$ cat src/hdl/sld_pkg.sv
// ---------------------------------------------------------------------------
// Serial LED command decoder package
// Shared types, register indexes, command kinds and reset values.
// ---------------------------------------------------------------------------
package sld_pkg;

  localparam int FRAME_DEPTH_DEF = 8;
  localparam int PEEK_BYTES      = 7;
  localparam int CFG_IDX_W       = 3;

  typedef logic [7:0] byte_t;
  typedef logic [2:0] kind_t;
  typedef logic [CFG_IDX_W-1:0] cfg_idx_t;

  localparam kind_t KIND_ON    = 3'd0;
  localparam kind_t KIND_OFF   = 3'd1;
  localparam kind_t KIND_COLOR = 3'd2;
  localparam kind_t KIND_LEVEL = 3'd3;
  localparam kind_t KIND_CLOCK = 3'd4;
  localparam kind_t KIND_WAKE  = 3'd5;

  localparam cfg_idx_t REG_STOP  = 3'd0;
  localparam cfg_idx_t REG_ON    = 3'd1;
  localparam cfg_idx_t REG_OFF   = 3'd2;
  localparam cfg_idx_t REG_COLOR = 3'd3;
  localparam cfg_idx_t REG_LEVEL = 3'd4;
  localparam cfg_idx_t REG_CLOCK = 3'd5;
  localparam cfg_idx_t REG_WAKE  = 3'd6;

  localparam byte_t STOP_RST  = 8'd126;
  localparam byte_t ON_RST    = 8'd79;
  localparam byte_t OFF_RST   = 8'd70;
  localparam byte_t COLOR_RST = 8'd67;
  localparam byte_t LEVEL_RST = 8'd66;
  localparam byte_t CLOCK_RST = 8'd84;
  localparam byte_t WAKE_RST  = 8'd65;
  localparam byte_t PCT_RST   = 8'd100;

  typedef struct packed {
    byte_t stop_byte;
    byte_t on_letter;
    byte_t off_letter;
    byte_t color_letter;
    byte_t level_letter;
    byte_t clock_letter;
    byte_t wake_letter;
  } cfg_regs_t;

  typedef struct packed {
    byte_t red;
    byte_t green;
    byte_t blue;
    byte_t level_now;
    byte_t level_saved;
  } led_state_t;

  typedef struct packed {
    kind_t kind;
    byte_t ack_byte;
    byte_t red;
    byte_t green;
    byte_t blue;
    byte_t level_pct;
    byte_t year;
    byte_t month;
    byte_t day;
    byte_t hours;
    byte_t minutes;
    byte_t seconds;
  } result_t;

endpackage

$ cat src/hdl/sld_byte_if.sv
// ---------------------------------------------------------------------------
// Received byte channel
// Valid/ready channel carrying one serial byte per transaction.
// ---------------------------------------------------------------------------
interface sld_byte_if import sld_pkg::*; ();
  logic  valid;
  logic  ready;
  byte_t rx_byte;

  modport source (output valid, output rx_byte, input ready);
  modport sink   (input valid, input rx_byte, output ready);
endinterface

$ cat src/hdl/sld_result_if.sv
// ---------------------------------------------------------------------------
// Command result channel
// Valid/ready channel carrying one decoded command per transaction.
// ---------------------------------------------------------------------------
interface sld_result_if import sld_pkg::*; ();
  logic  valid;
  logic  ready;
  kind_t kind;
  byte_t ack_byte;
  byte_t red;
  byte_t green;
  byte_t blue;
  byte_t level_pct;
  byte_t year;
  byte_t month;
  byte_t day;
  byte_t hours;
  byte_t minutes;
  byte_t seconds;

  modport source (
    output valid, output kind, output ack_byte, output red, output green,
    output blue, output level_pct, output year, output month, output day,
    output hours, output minutes, output seconds, input ready
  );
  modport sink (
    input valid, input kind, input ack_byte, input red, input green,
    input blue, input level_pct, input year, input month, input day,
    input hours, input minutes, input seconds, output ready
  );
endinterface

$ cat src/hdl/sld_cfg_if.sv
// ---------------------------------------------------------------------------
// Configuration write channel
// Valid/ready channel carrying a register index and write data.
// ---------------------------------------------------------------------------
interface sld_cfg_if import sld_pkg::*; ();
  logic     valid;
  logic     ready;
  cfg_idx_t index;
  byte_t    data;

  modport source (output valid, output index, output data, input ready);
  modport sink   (input valid, input index, input data, output ready);
endinterface

$ cat src/hdl/sld_decode.sv
// ---------------------------------------------------------------------------
// Frame decoder
// Matches the command letter of a finished frame, updates the LED state
// and builds the result item.
// ---------------------------------------------------------------------------
module sld_decode import sld_pkg::*; (
  input  logic [PEEK_BYTES-1:0][7:0] frame,
  input  cfg_regs_t                  cfg,
  input  led_state_t                 state_cur,
  output logic                       hit,
  output led_state_t                 state_nxt,
  output result_t                    res
);

  always_comb begin
    hit       = 1'b0;
    state_nxt = state_cur;
    res       = '0;
    priority if (frame[0] == cfg.on_letter && frame[1] == 8'd0) begin
      hit                 = 1'b1;
      res.kind            = KIND_ON;
      res.ack_byte        = cfg.on_letter;
      state_nxt.level_now = state_cur.level_saved;
    end else if (frame[0] == cfg.off_letter && frame[1] == 8'd0) begin
      hit                 = 1'b1;
      res.kind            = KIND_OFF;
      res.ack_byte        = cfg.off_letter;
      state_nxt.level_now = 8'd0;
    end else if (frame[0] == cfg.color_letter) begin
      hit             = 1'b1;
      res.kind        = KIND_COLOR;
      res.ack_byte    = cfg.color_letter;
      state_nxt.red   = frame[1];
      state_nxt.green = frame[2];
      state_nxt.blue  = frame[3];
    end else if (frame[0] == cfg.level_letter) begin
      hit                   = 1'b1;
      res.kind              = KIND_LEVEL;
      res.ack_byte          = cfg.level_letter;
      state_nxt.level_now   = frame[1];
      state_nxt.level_saved = frame[1];
    end else if (frame[0] == cfg.clock_letter) begin
      hit          = 1'b1;
      res.kind     = KIND_CLOCK;
      res.ack_byte = cfg.clock_letter;
      res.year     = frame[1];
      res.month    = frame[2];
      res.day      = frame[3];
      res.hours    = frame[4];
      res.minutes  = frame[5];
      res.seconds  = frame[6];
    end else if (frame[0] == cfg.wake_letter) begin
      hit          = 1'b1;
      res.kind     = KIND_WAKE;
      res.ack_byte = cfg.wake_letter;
      res.hours    = frame[1];
      res.minutes  = frame[2];
      res.seconds  = frame[3];
    end else begin
      hit = 1'b0;
    end
    res.red       = state_nxt.red;
    res.green     = state_nxt.green;
    res.blue      = state_nxt.blue;
    res.level_pct = state_nxt.level_now;
  end

endmodule

$ cat src/hdl/serial_led_command_decoder.sv
// ---------------------------------------------------------------------------
// Serial LED command decoder
// Collects received bytes into a frame, decodes the command at the end of
// the frame and emits one result per recognized command.
//
//   channel | dir | payload                                   | accept
//   in_ch   | in  | rx_byte                                   | valid & ready
//   out_ch  | out | kind, ack_byte, red..blue, level_pct, time | valid & ready
//   cfg_ch  | in  | index, data                               | valid & ready
//
// One byte per cycle unless in_ch stalls; the decode of a finished frame
// sits between the frame buffer and the result register, so its result
// shows in the cycle after the ending byte is taken. in_ch stalls only
// while a result waits and out_ch is not ready. cfg_ch is always ready.
// rst_n (synchronous) clears the frame, LED state and registers to defaults.
// ---------------------------------------------------------------------------
module serial_led_command_decoder import sld_pkg::*; #(
  parameter int FRAME_DEPTH = FRAME_DEPTH_DEF
) (
  input  logic  clk,
  input  logic  rst_n,
  sld_byte_if.sink     in_ch,
  sld_result_if.source out_ch,
  sld_cfg_if.sink      cfg_ch
);

  localparam int CNT_W = $clog2(FRAME_DEPTH + 1);
  localparam int IDX_W = $clog2(FRAME_DEPTH);
  localparam logic [CNT_W-1:0] FULL_CNT = CNT_W'(FRAME_DEPTH);

  cfg_regs_t                     cfg_r, cfg_nxt;
  led_state_t                    state_r, state_nxt, state_dec;
  logic [FRAME_DEPTH-1:0][7:0]   frame_r, frame_nxt;
  logic [CNT_W-1:0]              count_r, count_nxt;
  logic                          out_valid_r, out_valid_nxt;
  result_t                       res_r, res_nxt, res_dec;
  logic [PEEK_BYTES-1:0][7:0]    peek;
  logic                          hit;
  logic                          in_take;
  logic                          frame_end;

  assign in_ch.ready = !out_valid_r || out_ch.ready;
  assign cfg_ch.ready = 1'b1;
  assign in_take = in_ch.valid && in_ch.ready;
  assign frame_end = (count_r == FULL_CNT) || (in_ch.rx_byte == cfg_r.stop_byte);

  always_comb begin
    for (int i = 0; i < PEEK_BYTES; i++) begin
      peek[i] = frame_r[i];
    end
  end

  sld_decode u_decode (
    .frame     (peek),
    .cfg       (cfg_r),
    .state_cur (state_r),
    .hit       (hit),
    .state_nxt (state_dec),
    .res       (res_dec)
  );

  always_comb begin
    cfg_nxt = cfg_r;
    if (cfg_ch.valid) begin
      unique case (cfg_ch.index)
        REG_STOP:  cfg_nxt.stop_byte    = cfg_ch.data;
        REG_ON:    cfg_nxt.on_letter    = cfg_ch.data;
        REG_OFF:   cfg_nxt.off_letter   = cfg_ch.data;
        REG_COLOR: cfg_nxt.color_letter = cfg_ch.data;
        REG_LEVEL: cfg_nxt.level_letter = cfg_ch.data;
        REG_CLOCK: cfg_nxt.clock_letter = cfg_ch.data;
        REG_WAKE:  cfg_nxt.wake_letter  = cfg_ch.data;
        default:   cfg_nxt = cfg_r;
      endcase
    end
  end

  always_comb begin
    frame_nxt     = frame_r;
    count_nxt     = count_r;
    state_nxt     = state_r;
    res_nxt       = res_r;
    out_valid_nxt = out_valid_r && !out_ch.ready;
    if (in_take) begin
      if (frame_end) begin
        frame_nxt = '0;
        count_nxt = '0;
        state_nxt = state_dec;
        if (hit) begin
          res_nxt       = res_dec;
          out_valid_nxt = 1'b1;
        end
      end else begin
        frame_nxt[count_r[IDX_W-1:0]] = in_ch.rx_byte;
        count_nxt = count_r + CNT_W'(1);
      end
    end
  end

  always_ff @(posedge clk) begin
    if (!rst_n) begin
      cfg_r       <= '{STOP_RST, ON_RST, OFF_RST, COLOR_RST, LEVEL_RST,
                       CLOCK_RST, WAKE_RST};
      state_r     <= '{8'd0, 8'd0, 8'd0, PCT_RST, PCT_RST};
      frame_r     <= '0;
      count_r     <= '0;
      out_valid_r <= 1'b0;
    end else begin
      cfg_r       <= cfg_nxt;
      state_r     <= state_nxt;
      frame_r     <= frame_nxt;
      count_r     <= count_nxt;
      out_valid_r <= out_valid_nxt;
    end
  end

  always_ff @(posedge clk) begin
    res_r <= res_nxt;
  end

  assign out_ch.valid     = out_valid_r;
  assign out_ch.kind      = res_r.kind;
  assign out_ch.ack_byte  = res_r.ack_byte;
  assign out_ch.red       = res_r.red;
  assign out_ch.green     = res_r.green;
  assign out_ch.blue      = res_r.blue;
  assign out_ch.level_pct = res_r.level_pct;
  assign out_ch.year      = res_r.year;
  assign out_ch.month     = res_r.month;
  assign out_ch.day       = res_r.day;
  assign out_ch.hours     = res_r.hours;
  assign out_ch.minutes   = res_r.minutes;
  assign out_ch.seconds   = res_r.seconds;

endmodule

$ cat src/flat_wrapper.sv
// flat-port wrapper written by rule: the top's interface ports become plain ports
module serial_led_command_decoder_flat import sld_pkg::*;
#(
  parameter int FRAME_DEPTH = FRAME_DEPTH_DEF
)
  (clk, rst_n, in_ch_valid, in_ch_rx_byte, in_ch_ready, out_ch_valid, out_ch_kind, out_ch_ack_byte, out_ch_red, out_ch_green, out_ch_blue, out_ch_level_pct, out_ch_year, out_ch_month, out_ch_day, out_ch_hours, out_ch_minutes, out_ch_seconds, out_ch_ready, cfg_ch_valid, cfg_ch_index, cfg_ch_data, cfg_ch_ready);
  sld_byte_if in_ch_i ();
  sld_result_if out_ch_i ();
  sld_cfg_if cfg_ch_i ();
  input  logic clk;
  input  logic rst_n;
  input wire logic [$bits(in_ch_i.valid)-1:0] in_ch_valid;
  input wire logic [$bits(in_ch_i.rx_byte)-1:0] in_ch_rx_byte;
  output wire logic [$bits(in_ch_i.ready)-1:0] in_ch_ready;
  output wire logic [$bits(out_ch_i.valid)-1:0] out_ch_valid;
  output wire logic [$bits(out_ch_i.kind)-1:0] out_ch_kind;
  output wire logic [$bits(out_ch_i.ack_byte)-1:0] out_ch_ack_byte;
  output wire logic [$bits(out_ch_i.red)-1:0] out_ch_red;
  output wire logic [$bits(out_ch_i.green)-1:0] out_ch_green;
  output wire logic [$bits(out_ch_i.blue)-1:0] out_ch_blue;
  output wire logic [$bits(out_ch_i.level_pct)-1:0] out_ch_level_pct;
  output wire logic [$bits(out_ch_i.year)-1:0] out_ch_year;
  output wire logic [$bits(out_ch_i.month)-1:0] out_ch_month;
  output wire logic [$bits(out_ch_i.day)-1:0] out_ch_day;
  output wire logic [$bits(out_ch_i.hours)-1:0] out_ch_hours;
  output wire logic [$bits(out_ch_i.minutes)-1:0] out_ch_minutes;
  output wire logic [$bits(out_ch_i.seconds)-1:0] out_ch_seconds;
  input wire logic [$bits(out_ch_i.ready)-1:0] out_ch_ready;
  input wire logic [$bits(cfg_ch_i.valid)-1:0] cfg_ch_valid;
  input wire logic [$bits(cfg_ch_i.index)-1:0] cfg_ch_index;
  input wire logic [$bits(cfg_ch_i.data)-1:0] cfg_ch_data;
  output wire logic [$bits(cfg_ch_i.ready)-1:0] cfg_ch_ready;
  assign in_ch_i.valid = in_ch_valid;
  assign in_ch_i.rx_byte = in_ch_rx_byte;
  assign in_ch_ready = in_ch_i.ready;
  assign out_ch_valid = out_ch_i.valid;
  assign out_ch_kind = out_ch_i.kind;
  assign out_ch_ack_byte = out_ch_i.ack_byte;
  assign out_ch_red = out_ch_i.red;
  assign out_ch_green = out_ch_i.green;
  assign out_ch_blue = out_ch_i.blue;
  assign out_ch_level_pct = out_ch_i.level_pct;
  assign out_ch_year = out_ch_i.year;
  assign out_ch_month = out_ch_i.month;
  assign out_ch_day = out_ch_i.day;
  assign out_ch_hours = out_ch_i.hours;
  assign out_ch_minutes = out_ch_i.minutes;
  assign out_ch_seconds = out_ch_i.seconds;
  assign out_ch_i.ready = out_ch_ready;
  assign cfg_ch_i.valid = cfg_ch_valid;
  assign cfg_ch_i.index = cfg_ch_index;
  assign cfg_ch_i.data = cfg_ch_data;
  assign cfg_ch_ready = cfg_ch_i.ready;
  serial_led_command_decoder #(.FRAME_DEPTH(FRAME_DEPTH)) u_core (.clk(clk), .rst_n(rst_n), .in_ch(in_ch_i), .out_ch(out_ch_i), .cfg_ch(cfg_ch_i));
endmodule
$ cat config.mk
export PLATFORM = sky130hd
export DESIGN_NAME = serial_led_command_decoder_flat
export DESIGN_NICKNAME = d
export VERILOG_FILES = /design/src/hdl/sld_pkg.sv /design/src/hdl/sld_byte_if.sv /design/src/hdl/sld_result_if.sv /design/src/hdl/sld_cfg_if.sv /design/src/hdl/sld_decode.sv /design/src/hdl/serial_led_command_decoder.sv /design/src/flat_wrapper.sv
export SDC_FILE = /design/constraint.sdc
export NUM_CORES = 1
export LEC_CHECK = 0
export BUFFER_PORTS_ARGS = -buffer_cell sky130_fd_sc_hd__buf_2
export CORE_MARGIN = 4
export CORE_UTILIZATION = 45
export CTS_CLUSTER_DIAMETER = 30
export CTS_CLUSTER_SIZE = 12
export DETAILED_ROUTE_END_ITERATION = 6
export GPL_TIMING_DRIVEN = 0
export PLACE_DENSITY = 0.68
export SLEW_MARGIN = 10
export SYNTH_ARGS = -nofsm -noshare
export SYNTH_HDL_FRONTEND = slang
export SYNTH_SLANG_ARGS = --single-unit
$ cat constraint.sdc
create_clock -name clk -period 14.6 [get_ports clk]
set_input_delay 1.46 -clock clk [delete_from_list [all_inputs] [get_ports clk]]
set_output_delay 1.46 -clock clk [all_outputs]
set_load 0.1 [all_outputs]
==> flow_metrics.py <==
metrics = {
    "outcome": {
        "status": "finished clean",
    },
    "setup_path": {
        "path_max_fanout": 27,
        "path_buf_inv": 4,
        "cpPeakStageDelay_ns": 0.58,
        "critical_path.top_delay_family": "buffers and inverters",
        "path_class": "in2reg",
        "reg2reg_to": "u_core.out_ch.day[1]",
        "r2r_cells": 10,
        "required_ns": 14.85,
        "reg2reg_slack_ns": 11.41,
        "rr_startpoint": "u_core.count_r[0]",
        "critPathSlowestCell": "a31oi_4",
        "end_kind": "register",
        "crit_chain": "buf_2 -> xnor2_1 -> nand4_1 -> o22ai_4 -> nand2_2 -> clkbuf_1 -> a31oi_4 -> buf_12 -> buf_16",
        "worstPathArrival_ns": 4.13,
        "cp-start-kind": "primary input",
    },
    "placed_design": {
        "hpwl_mm": 19.7,
        "post-place-cells": 1436,
        "place_congestion": 0.872,
        "numPortBuffers": 108,
        "place_ws_ns": 10.23,
    },
    "yosys": {
        "yosys_warnings": 0,
        "synth_top_cell_area_share": 0.291,
        "syn_inst": 1005,
        "synth_common_cells": "205 x nand2_1, 157 x dfxtp_1, 91 x edfxtp_1",
        "synth.area.top_cells": "dfxtp_1 29%, edfxtp_1 25%, nand2_1 7.1%",
        "synth.distinct_cells": 55,
        "async_flop_share": 0,
        "synthMostInstantiatedCell": "nand2_1",
        "syn_area_mm2": 0.0108,
        "synth_edf_count": 91,
        "synth.avg_cell_area_um2": 10.8,
        "synth-main-ff-cell": "dfxtp_1",
        "yosys.area.top_type": "dfxtp_1",
        "synth_seq_cells": 248,
        "syn_nets": 1031,
        "ys_seq_area_frac": 0.544,
    },
    "finish": {
        "diodes": 0,
        "nFillCells": 2023,
        "multiInputGateArea_mm2": 0.00453,
        "seq_area_mm2": 0.00588,
        "drive_gt1_frac": 0.239,
        "num-nets-final": 1193,
        "post-route-util": 0.577,
        "area_growth_syn_to_layout_pct": 25.7,
        "fin_cells": 1526,
    },
    "timing": {
        "slew_viol_final": 0,
        "fin_ws_ns": 10.72,
        "setup_viol": 0,
        "max_freq_ghz": 0.257,
        "skew_ns": 0.0267,
        "worst-slew-pin-transition_ns": 1.10,
        "report.final.hold_viol_count": 0,
        "whs_ns": 0.456,
        "finalSetupTns_ns": 0,
        "max_slew_margin": 0.262,
        "fin_crit_sh": 0.266,
        "period_needed_ns": 3.89,
        "rsz0062_at_grt": "no",
    },
    "global_route": {
        "grt_overflow_total": 0,
        "grt_usage": 0.207,
        "grt_pass1_wl_mm": 43.7,
        "grt_antenna_before_repair": 0,
        "first_global_vias": 7943,
        "grt_start_max_net_pins": 28,
    },
    "drt": {
        "via_per_inst": 5.41,
        "wl_met1_mm": 12.3,
        "wl_met2_mm": 13.2,
        "totalWireLength_mm": 27.9,
        "first_pass_iters": 5,
        "ant_nets": 0,
        "drt_iter0_markers": 722,
        "drc": 0,
        "vias": 8254,
        "wl_per_cell_um": 18.3,
        "top_layer_used": "met4",
        "wl_met3_mm": 1.79,
    },
    "clock_tree": {
        "cts-root-buf": "clkbuf_16",
        "cts_made_buffers": 48,
        "clk_path_buf_depth": 3,
        "clk_latency_ns": 0.56,
        "ctsResizeCount": 0,
        "post_cts_buffers": 0,
        "cts_tree": "built",
        "cts_hold_buffers": 0,
        "htree_levels": 2,
        "numClockSinks": 248,
        "clk_pin_slew_ns": 0.05,
    },
    "floorplanning": {
        "num_rows": 56,
        "core_region_area_mm2": 0.0235,
        "pin_count": 118,
        "design.die.area_mm2": 0.0266,
        "die_h_um": 163,
        "initial_core_util": 0.459,
        "die_x_um": 163,
    },
    "pwr": {
        "power_leakage_nw": 5.07,
        "ir_drop_v": 0.0000918,
        "p_per_area_mw_per_mm2": 142,
    },
    "hold_path": {
        "hold_start": "u_core.state_r[24]",
        "hp-class": "reg2reg",
        "holdPathStages": 2,
        "holdPathEnd": "u_core.state_r[24]",
    },
    "flow_run": {
        "cap_violations": 0,
    },
}
-- power breakdown --
group / internal [W] / switching [W] / leakage, nW
clock network: 0.000742 / 0.000383 / 0.829
registers: 0.000721 / 0.00000876 / 2.11
logic: 0.0000276 / 0.0000519 / 2.13
total: 0.00149 / 0.000444 / 5.07
-- worst register-to-register path, delay by kind of cell, from the launching register on --
family                   cells  cell delay [ns]
AO/OA/AOI/OAI                2             0.90
adder cells (fa/ha/maj)      1             0.15
AND/OR/NAND/NOR              2             0.32
flip-flops                   1             0.32
buffers and inverters        5             1.19
-- area by class of cell --
type / count / area share
plain buffers: 65 / 0.0289
clock buffers: 60 / 0.0971
clock inverters: 30 / 0.0288
inverters: 7 / 0.00193
multi-input cells: 685 / 0.334
flip-flops and latches: 248 / 0.433
well taps: 319 / 0.0294
repair buffers: 112 / 0.0474
-- flip-flops by register name (all words and copies together), names as in the netlist, 4 cells and up --
name,flops
u_core.cfg_r,56
u_core.frame_r,56
u_core.state_r,40
u_core.out_ch.ack_byte,8
u_core.out_ch.blue,8
u_core.out_ch.day,8
u_core.out_ch.green,8
u_core.out_ch.hours,8
u_core.out_ch.level_pct,8
u_core.out_ch.minutes,8
u_core.out_ch.month,8
u_core.out_ch.red,8
u_core.out_ch.seconds,8
u_core.out_ch.year,8
u_core.count_r,4
-- per-stage QoR --
stage                     cell area, um2  power (W)
after floorplan                    10800   0.000795
after global placement             11700   0.000820
after detailed placement           11900   0.000822
after CTS                          13600    0.00195
after global routing               13600    0.00199
final                              13600    0.00194
-- kinds of logic after synthesis --
family | Yosys count | synth area share
and+or+nand+nor | 378 | 0.166
DFF | 248 | 0.544
AOI/OAI and AO/OA | 186 | 0.136
buffers and inverters | 72 | 0.0388
muxes | 61 | 0.0662
xor gates and xnor gates | 57 | 0.0469
adders and majority gates | 2 | 0.00232
other | 1 | 0.000347
-- layer usage --
metal | GRT usage | vias up
met4 | 0.0648 | 0
met5 | 0 | -
met2 | 0.334 | 296
met1 | 0.285 | 3980
li1 | - | 3936
met3 | 0.0387 | 42
-- placed cells by master (no fill, tap or decap), types with 6 or more instances in the layout --
master / n
clkbuf_16: 50
a21boi_0: 32
a21oi_1: 11
o21ai_0: 10
clkbuf_1: 33
buf_6: 12
dfxtp_1: 157
edfxtp_1: 91
nor2_1: 39
mux2_4: 20
o21a_1: 6
and2_1: 28
inv_6: 6
nand3_1: 30
a22o_1: 40
nand2_1: 205
nor3_1: 15
nor4_1: 7
xnor2_1: 24
o221a_2: 8
a22oi_1: 48
o2111ai_1: 11
xor2_1: 32
buf_2: 125
nor2b_1: 18
mux2i_1: 37
buf_4: 10
-- worst max-delay path by stage --
| stage | startpoint | end | slack [ns] | cells after the start |
|---|---|---|---|---|
| after global placement | in_ch_rx_byte[6] | u_core.out_ch.minutes[5] | 4.40 | 7 |
| after global routing | in_ch_rx_byte[4] | u_core.out_ch.day[1] | 10.58 | 9 |
| final | in_ch_rx_byte[2] | u_core.out_ch.day[1] | 10.72 | 9 |
| after CTS | in_ch_rx_byte[4] | u_core.out_ch.day[1] | 10.77 | 9 |
| after detailed placement | in_ch_rx_byte[4] | u_core.out_ch.seconds[0] | 10.23 | 9 |
| after floorplan | out_ch_ready | u_core.out_ch.ack_byte[0] | 6.51 | 5 |
No activity file was read; power rests on OpenSTA's default activity.
